[src/tpgms_ram.sv]
// ----------------------------------------------------------------------------
// tpgms_ram
// Generic simple dual-port RAM: one write port, one read port, registered read.
// ----------------------------------------------------------------------------
`default_nettype none

module tpgms_ram #(
    parameter  int WIDTH = 16,
    parameter  int DEPTH = 256,
    localparam int AW    = (DEPTH > 1) ? $clog2(DEPTH) : 1
) (
    input  logic             i_clk,
    input  logic             i_we,
    input  logic [AW-1:0]    i_waddr,
    input  logic [WIDTH-1:0] i_wdata,
    input  logic [AW-1:0]    i_raddr,
    output logic [WIDTH-1:0] o_rdata
);

    logic [WIDTH-1:0] r_mem [DEPTH];
    logic [WIDTH-1:0] r_rdata;

    // write port and registered read port
    always_ff @(posedge i_clk) begin
        if (i_we) begin
            r_mem[i_waddr] <= i_wdata;
        end
        r_rdata <= r_mem[i_raddr];
    end

    assign o_rdata = r_rdata;

endmodule

`default_nettype wire

[config.mk]
export PLATFORM = sky130hd
export DESIGN_NAME = tpgms_ram
export DESIGN_NICKNAME = d
export VERILOG_FILES = /design/src/tpgms_ram.sv
export SDC_FILE = /design/constraint.sdc
export NUM_CORES = 2
export LEC_CHECK = 0
export BUFFER_PORTS_ARGS = -buffer_cell sky130_fd_sc_hd__buf_2
export CORE_MARGIN = 1
export CORE_UTILIZATION = 63
export CTS_CLUSTER_DIAMETER = 60
export DETAILED_ROUTE_END_ITERATION = 16
export PLACE_DENSITY = 0.79
export SYNTH_ARGS = -nofsm -noshare
export SYNTH_HDL_FRONTEND = slang
export SYNTH_SLANG_ARGS = --single-unit
export TNS_END_PERCENT = 100
[constraint.sdc]
create_clock -name i_clk -period 3.3 [get_ports i_clk]
set_clock_uncertainty 0.1 [all_clocks]
set_input_delay 0.495 -clock i_clk [delete_from_list [all_inputs] [get_ports i_clk]]
set_output_delay 0.495 -clock i_clk [all_outputs]
set_load 0.02 [all_outputs]
==> impl_metrics.yaml <==
status:
  status: "finished, final reports clean"
critical_path:
  cp_cell_sequence: "buf_12 -> buf_12 -> buf_12 -> buf_12 -> mux2i_1 -> o221ai_1 -> o22ai_1 -> nor3_1 -> nor4_1 -> buf_4 -> nor4_1"
  critPathRequiredTime_ns: 4.09
  worstPathArrival_ns: 3.95
  crit_top_cell: "buf_12"
  crit_type: "input pin to flop"
  end_kind: "flop"
  critPathMaxFanout: 47
  r2r_cells: 6
  critPathLaunchType: "input pin"
  slowest_delay_ns: 0.91
  cpMaxStageDelayCell: "nor3_1"
routing:
  drcViolationCount: 0
  vias_per_cell: 7.247
  drtIter0Drc: 15004
  drt_first_pass_iters: 8
  drtAntennaViolNets: 0
  routed_wl_um: 441100
  post_drt_wl_per_cell_um: 37.19
  vias: 85952
place:
  place_inst: 11117
  gp_congestion: 0.9174
  port-buffer-count: 49
  hpwl_um: 255600
finish:
  layout.nets: 8242
  final_cell_mix: "edfxtp_1 (4096), mux4_2 (797), buf_4 (697)"
  fin_cells: 11860
  area_growth_pct: 14.47
  fin_util_pct: 72.79
  drive_above_1_share_pct: 27.72
  final_common_cell: "edfxtp_1"
hold_path:
  hold_depth: 1
  min_path_type: "input pin to flop"
flow_run:
  cap_violations: 0
grt:
  antenna_found_initial: 32
  use_met1_pct: 46.26
  grtUsageMet3_pct: 9.298
  top_usage_layer: "met2"
  grt_start_max_net_pins: 111
  grt-ovfl-total: 0
  grt_usage_pct: 34.57
  grt_util_met2_pct: 53.61
  grt_pass1_vias: 84289
  grt_pass1_wl_um: 618900
cts:
  cts_tree: "built"
  clkTransAtPathRegs_ns: 0.06
  cts_resized: 0
  cts.sinks: 4112
  h-tree-depth: 5
  numCtsBuffers: 404
  cts.path.max_buffers: 4
  clk_latency_ns: 1.02
  clockRootBuffer: "clkbuf_16"
yosys:
  synth_seq_cells: 4112
  ys_warn_count: 0
  synth_area_per_cell_um2: 21.56
  synth.distinct_cells: 52
  synth_seq_area_share_pct: 77.70
  synth_area_mm2: 0.1587
  syn-num-nets: 7394
  netlist_instances: 7360
die:
  die_h_um: 503.9
  die_w_um: 503.9
  rows: 183
  core_mm2: 0.2496
  initial_utilization_pct: 63.59
  die_area_mm2: 0.2539
  io_pins: 50
sta:
  clock.fmax_mhz: 316.4
  setup_viol: 0
  tightest_slew_ns: 1.304
  fin_setup_tns_ns: 0
  max_slew_margin_pct: 12.37
  finalCriticalPeriod_ns: 3.161
  hold_slack_ns: 0.05728
  post-route-period-util_pct: 95.77
  hold_violations: 0
  grt_setup_unrepaired: "false"
  drv_slew: 0
pwr:
  comb_power_share_pct: 5.5
  clkPwrFrac_pct: 41.6
  p_int_mw: 85.79
  p_sw_mw: 23.35
  pwr-share-seq_pct: 52.8
  p_leak_nw: 58.91
  swShare_pct: 21.39
  power_density_mw_per_mm2: 600.7
  power.total_mw: 109.1
  peakVddDrop_v: 0.0004961
path summary, 6_finish.rpt:
path / from / endpoint / slack, ns
max reg2reg: r_mem[19][6] / o_rdata[6] / 0.24
min: i_wdata[13] / r_mem[76][13] / 0.06
min reg2reg: r_mem[232][2] / o_rdata[2] / 0.94
max: i_raddr[0] / o_rdata[12] / 0.14
final cells by class:
| type | instances | area (um2) |
|---|---|---|
| antenna | 10 | 25.02 |
| clock buffer | 488 | 10570 |
| clock inverter | 230 | 2253 |
| fill | 13102 | 67900 |
| inverter | 4 | 27.53 |
| multi-input combinational | 2792 | 32820 |
| sequential | 4112 | 123300 |
| tap | 3330 | 4167 |
| timing repair buffer | 894 | 8488 |
routing by layer:
layer,routed length (um),up-vias
met5,151,-
li1,-,32935
met2,207800,7597
met1,146900,44095
met3,61450,1301
met4,24830,24
cell usage after synthesis (all sizes together):
library cell / n / area share, %
a21o: 2 / 0.0095
a22o: 32 / 0.18
a22oi: 43 / 0.20
a31oi: 6 / 0.024
o221ai: 253 / 1.4
nor2: 304 / 0.72
or3b: 1 / 0.0055
a21oi: 175 / 0.55
clkbuf: 230 / 0.54
or4b: 1 / 0.0063
nor4bb: 2 / 0.013
o22ai: 148 / 0.58
mux4: 797 / 11
o21ai: 38 / 0.12
nand2: 38 / 0.090
nor3b: 1 / 0.0047
o31ai: 16 / 0.076
a2111oi: 6 / 0.033
nand4: 26 / 0.10
nor3: 92 / 0.29
or2: 5 / 0.020
a221oi: 28 / 0.15
buf: 222 / 1.1
or3: 2 / 0.0079
mux2i: 565 / 3.6
edfxtp: 4096 / 77
a211oi: 18 / 0.085
inv: 4 / 0.0095
and4: 2 / 0.011
and2: 2 / 0.0079
nand2b: 3 / 0.012
nor2b: 9 / 0.035
nand3b: 1 / 0.0047
nand4b: 3 / 0.017
o32ai: 21 / 0.12
dfxtp: 16 / 0.20
nor4: 18 / 0.075
nand3: 35 / 0.11
mux2: 88 / 0.62
and3: 11 / 0.043
registers in the layout, summed over array words and instances, names as in the netlist:
signal,count
r_mem,4096
o_rdata,16
critical path: cells and delay by family:
family                 cells  cell delay [ns]
multiplexers               1             0.13
AO/OA/AOI/OAI              2             0.39
buffers and inverters      5             1.43
AND/OR/NAND/NOR            3             1.42
power groups by stage:
stage	Clock, mW	Sequential [mW]	Combinational (mW)
2_1_floorplan	0	58.8	2.84
3_5_place_dp	0	58.8	5.77
6_report	45.4	57.7	6.02
3_3_place_gp	0	58.8	5.60
4_1_cts	45.5	57.7	5.89
5_1_grt	47.4	57.6	6.14
logic make-up (layout without fill, tap and decap cells):
| family | after synthesis | count (layout) | share of synthesized area [%] |
|---|---|---|---|
| buf+inv | 456 | 1616 | 1.693 |
| compound gates | 786 | 786 | 3.537 |
| simple gates | 556 | 556 | 1.574 |
| mux | 1450 | 1450 | 15.50 |
| flops | 4112 | 4112 | 77.70 |
| other cells | 0 | 10 | 0 |
through the flow:
stage	setup WS (ns)	cell area [um2]
after CTS	0.2547	181600
after detailed placement	-0.5412	168700
after global placement	-0.5944	168700
final	0.1395	181700
after global routing	0.2269	181700
after floorplan	0.5400	158700
what timing repair did:
item / 4_1_cts / 5_1_grt
hold endpoints to repair: 754 / 0
hold buffers: 15 / 0
setup buffers: 0 / 0
(Power assumes the default switching activity.)
