`config.mk`:
```
export PLATFORM = sky130hd
export DESIGN_NAME = tpgms_cell
export DESIGN_NICKNAME = d
export VERILOG_FILES = /design/src/tpgms_pkg.sv /design/src/tpgms_cell.sv
export SDC_FILE = /design/constraint.sdc
export NUM_CORES = 1
export LEC_CHECK = 0
export BUFFER_PORTS_ARGS = -buffer_cell sky130_fd_sc_hd__buf_4
export CORE_UTILIZATION = 40
export DETAILED_ROUTE_END_ITERATION = 7
export GPL_TIMING_DRIVEN = 0
export PLACE_DENSITY = 0.55
export RECOVER_POWER = 100
export REMOVE_ABC_BUFFERS = 1
export SETUP_SLACK_MARGIN = 0.4
export SLEW_MARGIN = 20
export SYNTH_ARGS = -nofsm -noshare
export SYNTH_HDL_FRONTEND = slang
export SYNTH_SLANG_ARGS = --single-unit
```
`constraint.sdc`:
```
create_clock -name i_clk -period 10.2 [get_ports i_clk]
set_input_delay 0.51 -clock i_clk [delete_from_list [all_inputs] [get_ports i_clk]]
set_output_delay 0.51 -clock i_clk [all_outputs]
set_load 0.02 [all_outputs]
```
`src/tpgms_pkg.sv`:
```
// ----------------------------------------------------------------------------
// tpgms_pkg
// Shared types and constants of the two-path grid maximum sum block.
// ----------------------------------------------------------------------------
`default_nettype none

package tpgms_pkg;

    // default largest grid side
    localparam int MAX_N_DEF = 16;

    // field widths
    localparam int VAL_W  = 16;
    localparam int SUM_W  = 22;
    localparam int CFG_W  = 5;
    localparam int ROW_W  = 5;

    // configuration port
    localparam int APB_AW = 3;
    localparam int APB_DW = 32;

    // register map: paddr[2] selects the register
    localparam logic             REG_GRID_SIZE = 1'b0;
    localparam logic [CFG_W-1:0] GRID_SIZE_RST = 5'd9;

    // command codes
    localparam logic FUNC_WRITE = 1'b0;
    localparam logic FUNC_SOLVE = 1'b1;

    // sequencer states
    typedef enum logic [2:0] {
        ST_CLEAR,
        ST_IDLE,
        ST_LOAD,
        ST_COMP,
        ST_DRAIN,
        ST_FIN
    } t_state;

    // control broadcast to every cell of the chain
    typedef struct packed {
        logic ld;     // shift diagonal values down the chain
        logic cp;     // compute one layer entry and rotate the row
        logic first;  // first diagonal: previous layer reads as zero
        logic k0;     // column index zero: k-1 neighbors read as zero
        logic kok;    // second path's cell is inside the grid
    } t_cell_ctl;

endpackage

`default_nettype wire

```
`src/tpgms_cell.sv`:
```
// ----------------------------------------------------------------------------
// tpgms_cell
// One cell of the layer chain. Cell IDX owns the row of the DP layer where the
// first path stands in row IDX. The row rotates through a shift line, one
// entry per compute cycle, while the cell hands its head entry and the entry
// before it to the next cell down the chain.
// ----------------------------------------------------------------------------
`default_nettype none

module tpgms_cell
    import tpgms_pkg::*;
#(
    parameter  int MAX_N = MAX_N_DEF,
    parameter  int IDX   = 0,
    localparam int IW    = (MAX_N > 1) ? $clog2(MAX_N) : 1
) (
    input  logic             i_clk,
    input  t_cell_ctl        i_ctl,
    input  logic [IW-1:0]    i_k,
    input  logic [VAL_W-1:0] i_gk,
    input  logic [VAL_W-1:0] i_g,
    input  logic             i_gok,
    input  logic [SUM_W-1:0] i_up_head,
    input  logic [SUM_W-1:0] i_up_prv,
    output logic [VAL_W-1:0] o_g,
    output logic             o_gok,
    output logic [SUM_W-1:0] o_head,
    output logic [SUM_W-1:0] o_prv,
    output logic [SUM_W-1:0] o_cur
);

    logic [SUM_W-1:0] r_line [MAX_N];
    logic [SUM_W-1:0] r_prv;
    logic [VAL_W-1:0] r_g;
    logic             r_gok;

    logic [SUM_W-1:0] own_k, own_km1, up_k, up_km1;
    logic [SUM_W-1:0] max_own, max_up, best, sum;
    logic [VAL_W-1:0] add_k;

    // best of the four predecessor entries, then add the two cells
    always_comb begin
        own_k   = i_ctl.first ? '0 : r_line[0];
        own_km1 = (i_ctl.first || i_ctl.k0) ? '0 : r_prv;
        up_k    = i_ctl.first ? '0 : i_up_head;
        up_km1  = (i_ctl.first || i_ctl.k0) ? '0 : i_up_prv;
        max_own = (own_k > own_km1) ? own_k : own_km1;
        max_up  = (up_k > up_km1) ? up_k : up_km1;
        best    = (max_own > max_up) ? max_own : max_up;
        // shared cell counts once
        add_k   = (i_k == IW'(IDX)) ? '0 : i_gk;
        sum     = best + SUM_W'(r_g) + SUM_W'(add_k);
        o_cur   = (r_gok && i_ctl.kok) ? sum : '0;
    end

    // diagonal value shift and row rotation
    always_ff @(posedge i_clk) begin
        if (i_ctl.ld) begin
            r_g   <= i_g;
            r_gok <= i_gok;
        end
        if (i_ctl.cp) begin
            for (int j = 0; j < MAX_N - 1; j++) begin
                r_line[j] <= r_line[j+1];
            end
            r_line[MAX_N-1] <= o_cur;
            r_prv           <= r_line[0];
        end
    end

    assign o_g    = r_g;
    assign o_gok  = r_gok;
    assign o_head = r_line[0];
    assign o_prv  = r_prv;

endmodule

`default_nettype wire

```
==> results of run 1 <==
## cell type report
type / instances / area [um^2] / share of cell area
flip-flops and latches: 391 / 11700 / 0.607
multi-input cells: 550 / 4080 / 0.211
repair buffers: 188 / 1190 / 0.0613
clock buffers: 51 / 1110 / 0.0572
well taps: 525 / 657 / 0.0340
inverters: 83 / 312 / 0.0161
clock inverters: 22 / 265 / 0.0137
## per-layer routing
metal	vias up	global-route usage
met5	-	0
met1	4258	0.214
met3	54	0.0430
met2	226	0.226
li1	4298	-
met4	0	0.0490
## state kept, by name, indices dropped and copies added (netlist names)
register / count
o_gok: 1
o_prv: 22
o_g: 16
r_line: 352
## per-stage QoR
step,hold WS (ns),TNS [ns],worst slack (ns),std cells,utilization
5_1_grt,0.143,0,0.219,1810,0.484
3_3_place_gp,0.400,-168.68,-5.09,1715,0.449
3_5_place_dp,0.405,-1.20,-0.356,1722,0.455
4_1_cts,0.121,0,0.498,1800,0.490
6_report,0.175,0,0.782,1810,0.484
2_1_floorplan,0.400,-8.32,-0.846,1021,-
## how the worst max path moves through the flow
stage | startpoint | to
4_1_cts | i_ctl[2] | o_cur[21]
5_1_grt | i_ctl[2] | o_cur[19]
3_5_place_dp | i_ctl[2] | o_cur[21]
3_3_place_gp | i_ctl[2] | o_cur[21]
2_1_floorplan | i_ctl[1] | o_cur[21]
6_report | i_ctl[2] | o_cur[19]
## synthesized netlist by cell type, types with 7 or more instances
library cell	instances	area, um^2
nand2_1	74	278
inv_1	83	312
o21ai_0	29	145
a21o_1	29	218
nand3_1	32	160
fa_1	17	340
nand2b_1	24	150
edfxtp_1	391	11700
buf_4	22	165
a31oi_1	17	106
buf_2	8	40.0
ha_1	82	1030
nor2b_1	45	282
and2_1	8	50.1
nor2_1	52	195
nand4_1	15	93.8
a21oi_1	30	150
clkbuf_1	14	52.6
a211oi_1	7	52.6
mux2i_1	16	160
## worst max-delay path: cells and delay by family
kind / cells / cell delay, ns
AOI/OAI and AO/OA: 15 / 3.83
adders and majority gates: 5 / 1.68
buffers and inverters: 8 / 1.32
and+or+nand+nor: 9 / 1.50
## where the power goes
| group | switching, mW | internal (mW) |
|---|---|---|
| registers | 0.0330 | 1.92 |
| clock network | 0.592 | 0.922 |
| logic | 0.577 | 0.357 |
| total | 1.20 | 3.20 |
## kinds of logic after synthesis
family | synth area share
XOR/XNOR | 0.00536
AO/OA/AOI/OAI | 0.0592
adder cells (fa/ha/maj) | 0.0836
flip-flops | 0.719
AND/OR/NAND/NOR | 0.0839
multiplexers | 0.0121
buffers and inverters | 0.0371
## what timing repair did
action,in CTS,in global routing
endpoints found under the setup margin,10,5
pin swaps,3,4
resized for setup,1,6
cloned,2,1
buffers inserted,3,9
==> results.md, run 1 <==
- CTS tree: built
- Core region area: 0.0400 mm^2
- Die width: between 200 and 250 um
- Final min period: between 9 and 10 ns
- Async set-or-reset flop fraction in the synthesized netlist: 0
- Setup Crit Path Kind: in -> out
- Wire per inst: roughly 17 um
- Top Metal Used: met4
- RSZ-0062 raised after global routing: false
- Critical Path Fanout Max: 45
- Post-DP HPWL: between 20,000 and 25,000 um
- CTS sink cnt: 391
- Worst skew pair latency: between 0.5 and 0.6 ns
- ANT cells: 0
- Seq/Total Area, Yosys: 0.719
- Initial antenna violation count: 0
- R2R Path Start: r_line[0][4]
- Crit share post-route: 0.923
- Post-route ant nets: 0
- Avg Cell Area, Syn: approximately 15 um^2
- Most frequent cells in the layout: edfxtp_1, clkbuf_1, inv_1, ha_1, buf_4
- Hold Startpoint: i_g[4]
- Hold-fix buffers, CTS: 0
- Synth Register Bits: around 390
- Distinct cells, synth: between 50 and 60
- Worst Setup End Kind: output pin
- Vias per cell: 4.88
- Initial DRC count: between 600 and 700
- Total die area: about 0.042 mm^2
- CP max stage delay: approximately 0.61 ns
- M1 wire length: approximately 15,000 um
- Hold path cells: 1
- Overflow after GRT: 0
- Post-synth EDFFs: between 300 and 400
- Failing checks: capacitance limit, slew limit
- R2r setup slk: between 2 and 2.5 ns
- Synth Flop Type: edfxtp_1
- Area Overhead vs Synth: 18.4%
- Final hold vios: 0
- Most common cell after layout, fill and taps aside: edfxtp_1
- Synthesized area: 0.0163 mm^2
- Achievable frequency: about 110 MHz
- CTS clock-pin slew for the worst setup and hold paths: ~0.06 ns
- Hold Path Class: in -> reg
- Dpl cell area: about 0.018 mm^2
- Drt total wl: 31,500 um
- TritonCTS Buffers: 42
- Ys Warns: 0
- Status: complete, but fails checks
- Pre-Repair DR Iteration Count: 6
- Critical Path AT: slightly below 9 ns
- PD cells: around 230 mW/mm^2
- Vias in the first global route: approximately 8,600
- VDD IR max: approximately 0.12 mV
- Syn Inst Count: roughly 1,100
- Crit-path slowest cell: a2111o_1
- Share of cells above drive strength 1: 0.142
- Die height: about 200 um
- First-pass GRT wire length: approximately 48,000 um
- Startpoint types: input port
- Max-cap violation count: 4
- Max Slew Vio Count: between 300 and 400
- Initial Util: 0.408
- Met2 routed WL: about 14,000 um
- Fill cells: ~3,600
- Final GP Congestion: approximately 0.82
- CTS Buffer Depth: 3
- Final Skew: just over 0.01 ns
- WHS Endpoint: o_g[4]
- Root Driver: clkbuf_16
- Worst-Margin Slew: around 5.4 ns
- Tot GR Track Use: 0.152
- Setup-failing EPs final: 0
- Input/output buffers: between 150 and 200
- Via count: 8,836
- H-tree depth: 2
- Reg-to-reg endpoint: r_line[1][173]
- Largest net degree at the start of global routing: roughly 110
- Final instance area: about 0.019 mm^2
- Reg2reg path depth: 33
- Metal3 WL: a little over 2000 um
- # DRC: 0
- Ports: 170
- WP data required: approximately 9.7 ns
- Row cnt: 73
- Total power: 4.41 mW
- Final nets: approximately 1,400
- Leak: about 7.4 nW
- Max transition margin: -2.60
Note: power is estimated with default switching activity, not from simulation.
==> inputs of run 2 (changes only) <==
Settings changed: REMOVE_ABC_BUFFERS 1 to default.
==> run 2 against run 1 <==
The flow still finishes with violations (capacitance limit, slew limit). Clock skew is 0.0059 ns higher. Cell count is 1.8% higher. Maximum frequency is 0.33% lower. Sequential power about the same. Combinational power grew 2.7%. Clock-buffer cell count grew 1. Cell area is 0.85% higher. Global-route usage rose by 1.7 points. Die area unchanged. Flip-flop and latch count did not move. Worst setup slack worse by 0.031 ns. Critical endpoint unchanged. Largest cell class unchanged. Highest routed layer unchanged.
==> results.md, run 2 (synthesis gave the netlist of run 1 again) <==
- Sequential group share of total power: 0.449 (was 0.444)
- Post-DP HPWL: 24,900 um (was 21,500 um)
- CP max stage delay: 0.43 ns (was 0.61 ns)
- First-pass GRT wire length: 51,400 um (was 47,600 um)
- CTS sink cnt: 391 (unchanged)
- Via count: 9,115 (was 8,836)
- Final hold vios: 0 (unchanged)
- Non-Filler Instances: 1,842 (was 1,810)
- Tot GR Track Use: 0.168 (was 0.152)
- Largest register FFs: 352 (unchanged)
- Setup-failing EPs final: 0 (unchanged)
- Worst skew pair latency: 0.55 ns (was 0.53 ns)
- Final Skew: 0.0162 ns (was 0.0103 ns)
- Final min period: 9.45 ns (was 9.42 ns)
- Cell-internal power: 3.15 mW (was 3.20 mW)
- Overflow after GRT: 0 (unchanged)
- Ports: 170 (unchanged)
- Failing checks: capacitance limit, slew limit (unchanged)
- Post-route ant nets: 0 (unchanged)
- Initial antenna violation count: 2 (was 0)
- Status: complete, but fails checks (unchanged)
- R2r setup slk: 2.28 ns (was 2.39 ns)
- Startpoint types: input port (unchanged)
- Share of cells above drive strength 1: 0.179 (was 0.142)
- Crit share post-route: 0.926 (was 0.923)
- Max-cap violation count: 2 (was 4)
- RSZ-0062 raised after global routing: false (unchanged)
- Die height: 204 um (unchanged)
- Hold-fix buffers, CTS: 0 (unchanged)
- Most used cell, CP: buf_4
- WP data required: 9.69 ns (about the same)
- Setup TNS: 0 ns (unchanged)
- Initial DRC count: 712 (was 618)
- Max transition margin: -2.47 (was -2.60)
- Sw frac: 0.278 (was 0.273)
- Fin util: 0.488 (was 0.484)
- # DRC: 0 (unchanged)
- Vias per cell: 4.95 (was 4.88)
- Post-Syn Nets: between 1,000 and 1,500
- CTS Buffer Depth: 3 (unchanged)
- Clock network fraction of total power: 0.331 (was 0.344)
- Net load switching power: 1.21 mW (was 1.20 mW)
- TritonCTS Buffers: 42 (unchanged)
- Setup Crit Path Kind: in -> out (unchanged)
- Worst-Margin Slew: 5.20 ns (was 5.40 ns)
- Most common cell after layout, fill and taps aside: edfxtp_1 (unchanged)
- Comb pwr share: 0.220 (was 0.212)
- Critical Path AT: 8.94 ns (was 8.91 ns)
- Placed instance count: 1,768 (was 1,722)
- Wire per inst: 18.7 um (was 17.4 um)
- Most frequent cells in the layout: edfxtp_1, buf_4, inv_1, ha_1, clkbuf_1 (was edfxtp_1, clkbuf_1, inv_1, ha_1, buf_4)
- Max Slew Vio Count: 194 (was 381)
- Hold Path Class: in -> reg (unchanged)
- CTS tree: built (unchanged)
- Area Overhead vs Synth: 19.4% (was 18.4%)
- Critical Path Fanout Max: 10 (was 45)
- Biggest register: r_line (unchanged)
- Input/output buffers: 169 (unchanged)
- Root Driver: clkbuf_16 (unchanged)
- Final nets: 1,478 (was 1,442)
- Final GP Congestion: 0.890 (was 0.820)
- Achievable frequency: 106 MHz (about the same)
- Largest net degree at the start of global routing: 104 (was 109)
- Core region area: 0.0400 mm^2 (unchanged)
- Worst Setup End Kind: output pin (unchanged)
- Vias in the first global route: 8,850 (was 8,605)
- H-tree depth: 2 (unchanged)
- CTS clock-pin slew for the worst setup and hold paths: 0.05 ns (was 0.06 ns)
- Total power: 4.36 mW (was 4.41 mW)
- Crit-path slowest cell: fa_1 (was a2111o_1)
- Row cnt: 73 (unchanged)
- Initial Util: 0.408 (unchanged)
- Leak: 7.61 nW (was 7.44 nW)
- Total die area: 0.0417 mm^2 (unchanged)
- Drt total wl: 34,400 um (was 31,500 um)
- Pre-Repair DR Iteration Count: 7 (was 6)
- VDD IR max: 0.166 mV (was 0.118 mV)
- PD cells: 224 mW/mm^2 (was 228 mW/mm^2)
- Die width: 204 um (unchanged)
-- run 2: what timing repair did --
item	in CTS	in global routing
setup endpoints to repair	23	10
pin swaps	1	4
setup buffers	1	4
resized for setup	22	19
-- run 2: worst max-delay path: cells and delay by family --
| family | cells | cell delay, ns |
|---|---|---|
| AO/OA/AOI/OAI | 15 | 3.08 |
| adder cells (fa/ha/maj) | 5 | 1.50 |
| AND/OR/NAND/NOR | 8 | 1.14 |
| multiplexers | 1 | 0.26 |
| buffers and inverters | 13 | 2.42 |
-- run 2: metrics by stage --
step	worst slack (ns)	hold slack, ns	area (um^2)
floorplan	1.50	0.400	16300
global placement	-1.08	0.400	18300
detailed placement	-1.10	0.405	18400
CTS	0.459	0.107	19700
global route	0.204	0.139	19500
finish	0.751	0.163	19500
-- run 2: layout make-up --
cell class,count,area [um^2]
Antenna cell,2,5.00
Clock inverter,15,176
Clock buffer,52,1110
Inverter,83,312
Multi-Input combinational cell,547,4050
Fill cell,3559,20500
Timing Repair Buffer,177,1120
Buffer,50,337
Tap cell,525,657
Sequential cell,391,11700
-- run 2: power groups by stage --
stage / registers, mW / logic [mW] / clock network, mW
floorplan: 1.98 / 0.618 / 0
global route: 1.97 / 1.06 / 1.55
finish: 1.96 / 0.959 / 1.44
global placement: 1.99 / 0.964 / 0
detailed placement: 1.99 / 0.973 / 0
CTS: 1.95 / 0.992 / 1.50
-- run 2: metal layers --
layer  vias up  part of all wire  wire length, um  GRT usage
met3        51             0.078             2680     0.0435
met4         0             0.025              876     0.0618
met5         -                 0                0          0
met1      4392              0.47            16100      0.243
met2       321              0.43            14700      0.244
li1       4351                 -                -          -
-- run 2: worst paths after layout --
path,from,end,cells after the start
max,i_ctl[2],o_cur[19],42
min,i_g[15],o_g[15],1
max reg2reg,r_line[0][4],r_line[1][173],35
min reg2reg,r_line[1][149],r_line[1][127],0
==> inputs of run 3 (changes only) <==
Settings changed: MAX_ROUTING_LAYER from default to met4, SKIP_CTS_REPAIR_TIMING from default to 1.
==> run 3 against run 2 <==
The run still ends with capacitance limit, slew limit left. Sequential power barely moved. Clock skew fell by 0.0060 ns. Die area did not move. Register-to-register slack got worse by 0.22 ns. Clock-buffer cell count rose by 2. Wire length rose by 0.68%. Hold slack got worse by 0.0066 ns. Critical endpoint unchanged.
==> results.md, run 3 (synthesis gave the netlist of run 1 again) <==
- Status: complete, but fails checks (unchanged)
- Failing checks: capacitance limit, slew limit (unchanged)
- # DRC: 0 (unchanged)
- Total die area: 0.0417 mm^2 (unchanged)
- Crit-path slowest cell: fa_1 (unchanged)
- Die height: 204 um (unchanged)
- Non-Filler Instances: 1,851 (was 1,842)
- CTS Buffer Depth: 3 (unchanged)
- Setup WS post-layout: 0.667 ns (was 0.751 ns)
- Critical Path Fanout Max: 10 (unchanged)
- Root Driver: clkbuf_16 (unchanged)
- Post-DP HPWL: 25,000 um (was 24,900 um)
- Largest register FFs: 352 (unchanged)
- Final GP Congestion: 0.895 (was 0.890)
- Max-cap violation count: 3 (was 2)
- Pre-Repair DR Iteration Count: 5 (was 7)
- Placed instance count: 1,768 (unchanged)
- Tot GR Track Use: 0.172 (was 0.168)
- Final hold vios: 0 (unchanged)
- Final nets: 1,479 (was 1,478)
- Vias in the first global route: 8,743 (was 8,850)
- Setup Crit Path Kind: in -> out (unchanged)
- Biggest register: r_line (unchanged)
- Metal3 WL: 2440 um (was 2680 um)
- Drt total wl: 34,600 um (was 34,400 um)
- Share of cells above drive strength 1: 0.194 (was 0.179)
- CP max stage delay: 0.46 ns (was 0.43 ns)
- Most frequent cells in the layout: edfxtp_1, buf_4, inv_1, ha_1, nand2_1 (was edfxtp_1, buf_4, inv_1, ha_1, clkbuf_1)
- RSZ-0062 raised after global routing: false (unchanged)
- Hold Path Class: in -> reg (unchanged)
- CTS clock-pin slew for the worst setup and hold paths: 0.06 ns (was 0.05 ns)
- Pre-CTS setup slack: -1.22 ns (was -1.10 ns)
- Worst Setup End Kind: output pin (unchanged)
- Fin util: 0.491 (was 0.488)
- Input/output buffers: 169 (unchanged)
- Vias per cell: 4.91 (was 4.95)
- Met2 routed WL: 15,100 um (was 14,700 um)
- Fill cells: 3,499 (was 3,559)
- CTS sink cnt: 391 (unchanged)
- Worst skew pair latency: 0.55 ns (about the same)
- Post-route ant nets: 0 (unchanged)
- CTS tree: built (unchanged)
- Crit share post-route: 0.935 (was 0.926)
- Overflow after GRT: 0 (unchanged)
- H-tree depth: 2 (unchanged)
- WP data required: 9.69 ns (about the same)
- Achievable frequency: 105 MHz (was 106 MHz)
- Initial antenna violation count: 2 (unchanged)
- M1 wire length: 16,500 um (was 16,100 um)
- TritonCTS Buffers: 42 (unchanged)
- Ports: 170 (unchanged)
- Via count: 9,091 (was 9,115)
- PD cells: 226 mW/mm^2 (was 224 mW/mm^2)
- Max Slew Vio Count: 293 (was 194)
- Initial DRC count: 660 (was 712)
- Die width: 204 um (unchanged)
- Worst-Margin Slew: 5.26 ns (was 5.20 ns)
- Startpoint types: input port (unchanged)
- Most common cell after layout, fill and taps aside: edfxtp_1 (unchanged)
- Critical Path AT: 9.02 ns (was 8.94 ns)
- R2r setup slk: 2.06 ns (was 2.28 ns)
- First-pass GRT wire length: 51,000 um (was 51,400 um)
- Post-Syn Nets: 1,257 (unchanged)
- Setup-failing EPs final: 0 (unchanged)
- Leak: 7.70 nW (was 7.61 nW)
- Area Overhead vs Synth: 20.1% (was 19.4%)
- Max transition margin: -2.50 (was -2.47)
- Wire per inst: 18.7 um (about the same)
- Largest net degree at the start of global routing: 108 (was 104)
- Initial Util: 0.408 (unchanged)
- Final Skew: 0.0102 ns (was 0.0162 ns)
- Row cnt: 73 (unchanged)
- Final min period: 9.53 ns (was 9.45 ns)
- VDD IR max: 0.132 mV (was 0.166 mV)
- Top Metal Used: met4 (unchanged)
- Core region area: 0.0400 mm^2 (unchanged)
- Hold WS: 0.157 ns (was 0.163 ns)
-- run 3: cell types whose count changed in the layout (fill, tap and decap cells not counted), moves of 2 or more --
cell,delta
buf_4,+14
clkbuf_1,-11
clkbuf_2,-2
clkbuf_4,+2
clkinv_4,+3
inv_6,+2
-- run 3: layer usage --
layer	up-vias	GRT usage
met5	-	-
met4	0	0.0429
met3	46	0.0438
met2	283	0.248
met1	4396	0.244
li1	4366	-
-- run 3: critical path: cells and delay by family --
family	cells	cell delay [ns]
AO/OA/AOI/OAI	15	3.28
buffers and inverters	11	2.22
adder cells (fa/ha/maj)	5	1.70
AND/OR/NAND/NOR	9	1.30
-- run 3: per-stage QoR --
| step | instance area [um^2] | setup TNS (ns) | total power [mW] |
|---|---|---|---|
| after global placement | 18300 | -13.53 | 2.95 |
| after CTS | 19700 | -10.61 | 4.46 |
| after detailed placement | 18400 | -14.08 | 2.96 |
| final | 19600 | 0 | 4.44 |
| after global routing | 19600 | 0 | 4.67 |
| after floorplan | 16300 | 0 | 2.60 |
-- run 3: report_power, final --
part,switching [mW],internal [mW],total (mW),leakage [nW]
Sequential,0.0361,1.92,1.96,3.86
Clock,0.598,0.879,1.48,0.649
Combinational,0.612,0.387,1.00,3.19
Total,1.25,3.19,4.44,7.70
-- run 3: path summary, 6_finish.rpt --
| kind | endpoint | startpoint | cells past startpoint |
|---|---|---|---|
| max | o_cur[19] | i_ctl[2] | 40 |
| min | o_g[7] | i_g[7] | 1 |
| max reg2reg | r_line[1][175] | r_line[0][5] | 35 |
| min reg2reg | r_line[1][49] | r_line[1][71] | 0 |
-- run 3: final cells by class --
type / instances / area, um^2 / area share
diodes: 2 / 5.00 / 0.000255
plain buffers: 50 / 332 / 0.0169
flip-flops and latches: 391 / 11700 / 0.598
multi-input cells: 547 / 4050 / 0.206
repair buffers: 178 / 1190 / 0.0605
clock inverters: 21 / 226 / 0.0115
well taps: 525 / 657 / 0.0335
inverters: 83 / 312 / 0.0159
clock buffers: 54 / 1120 / 0.0569
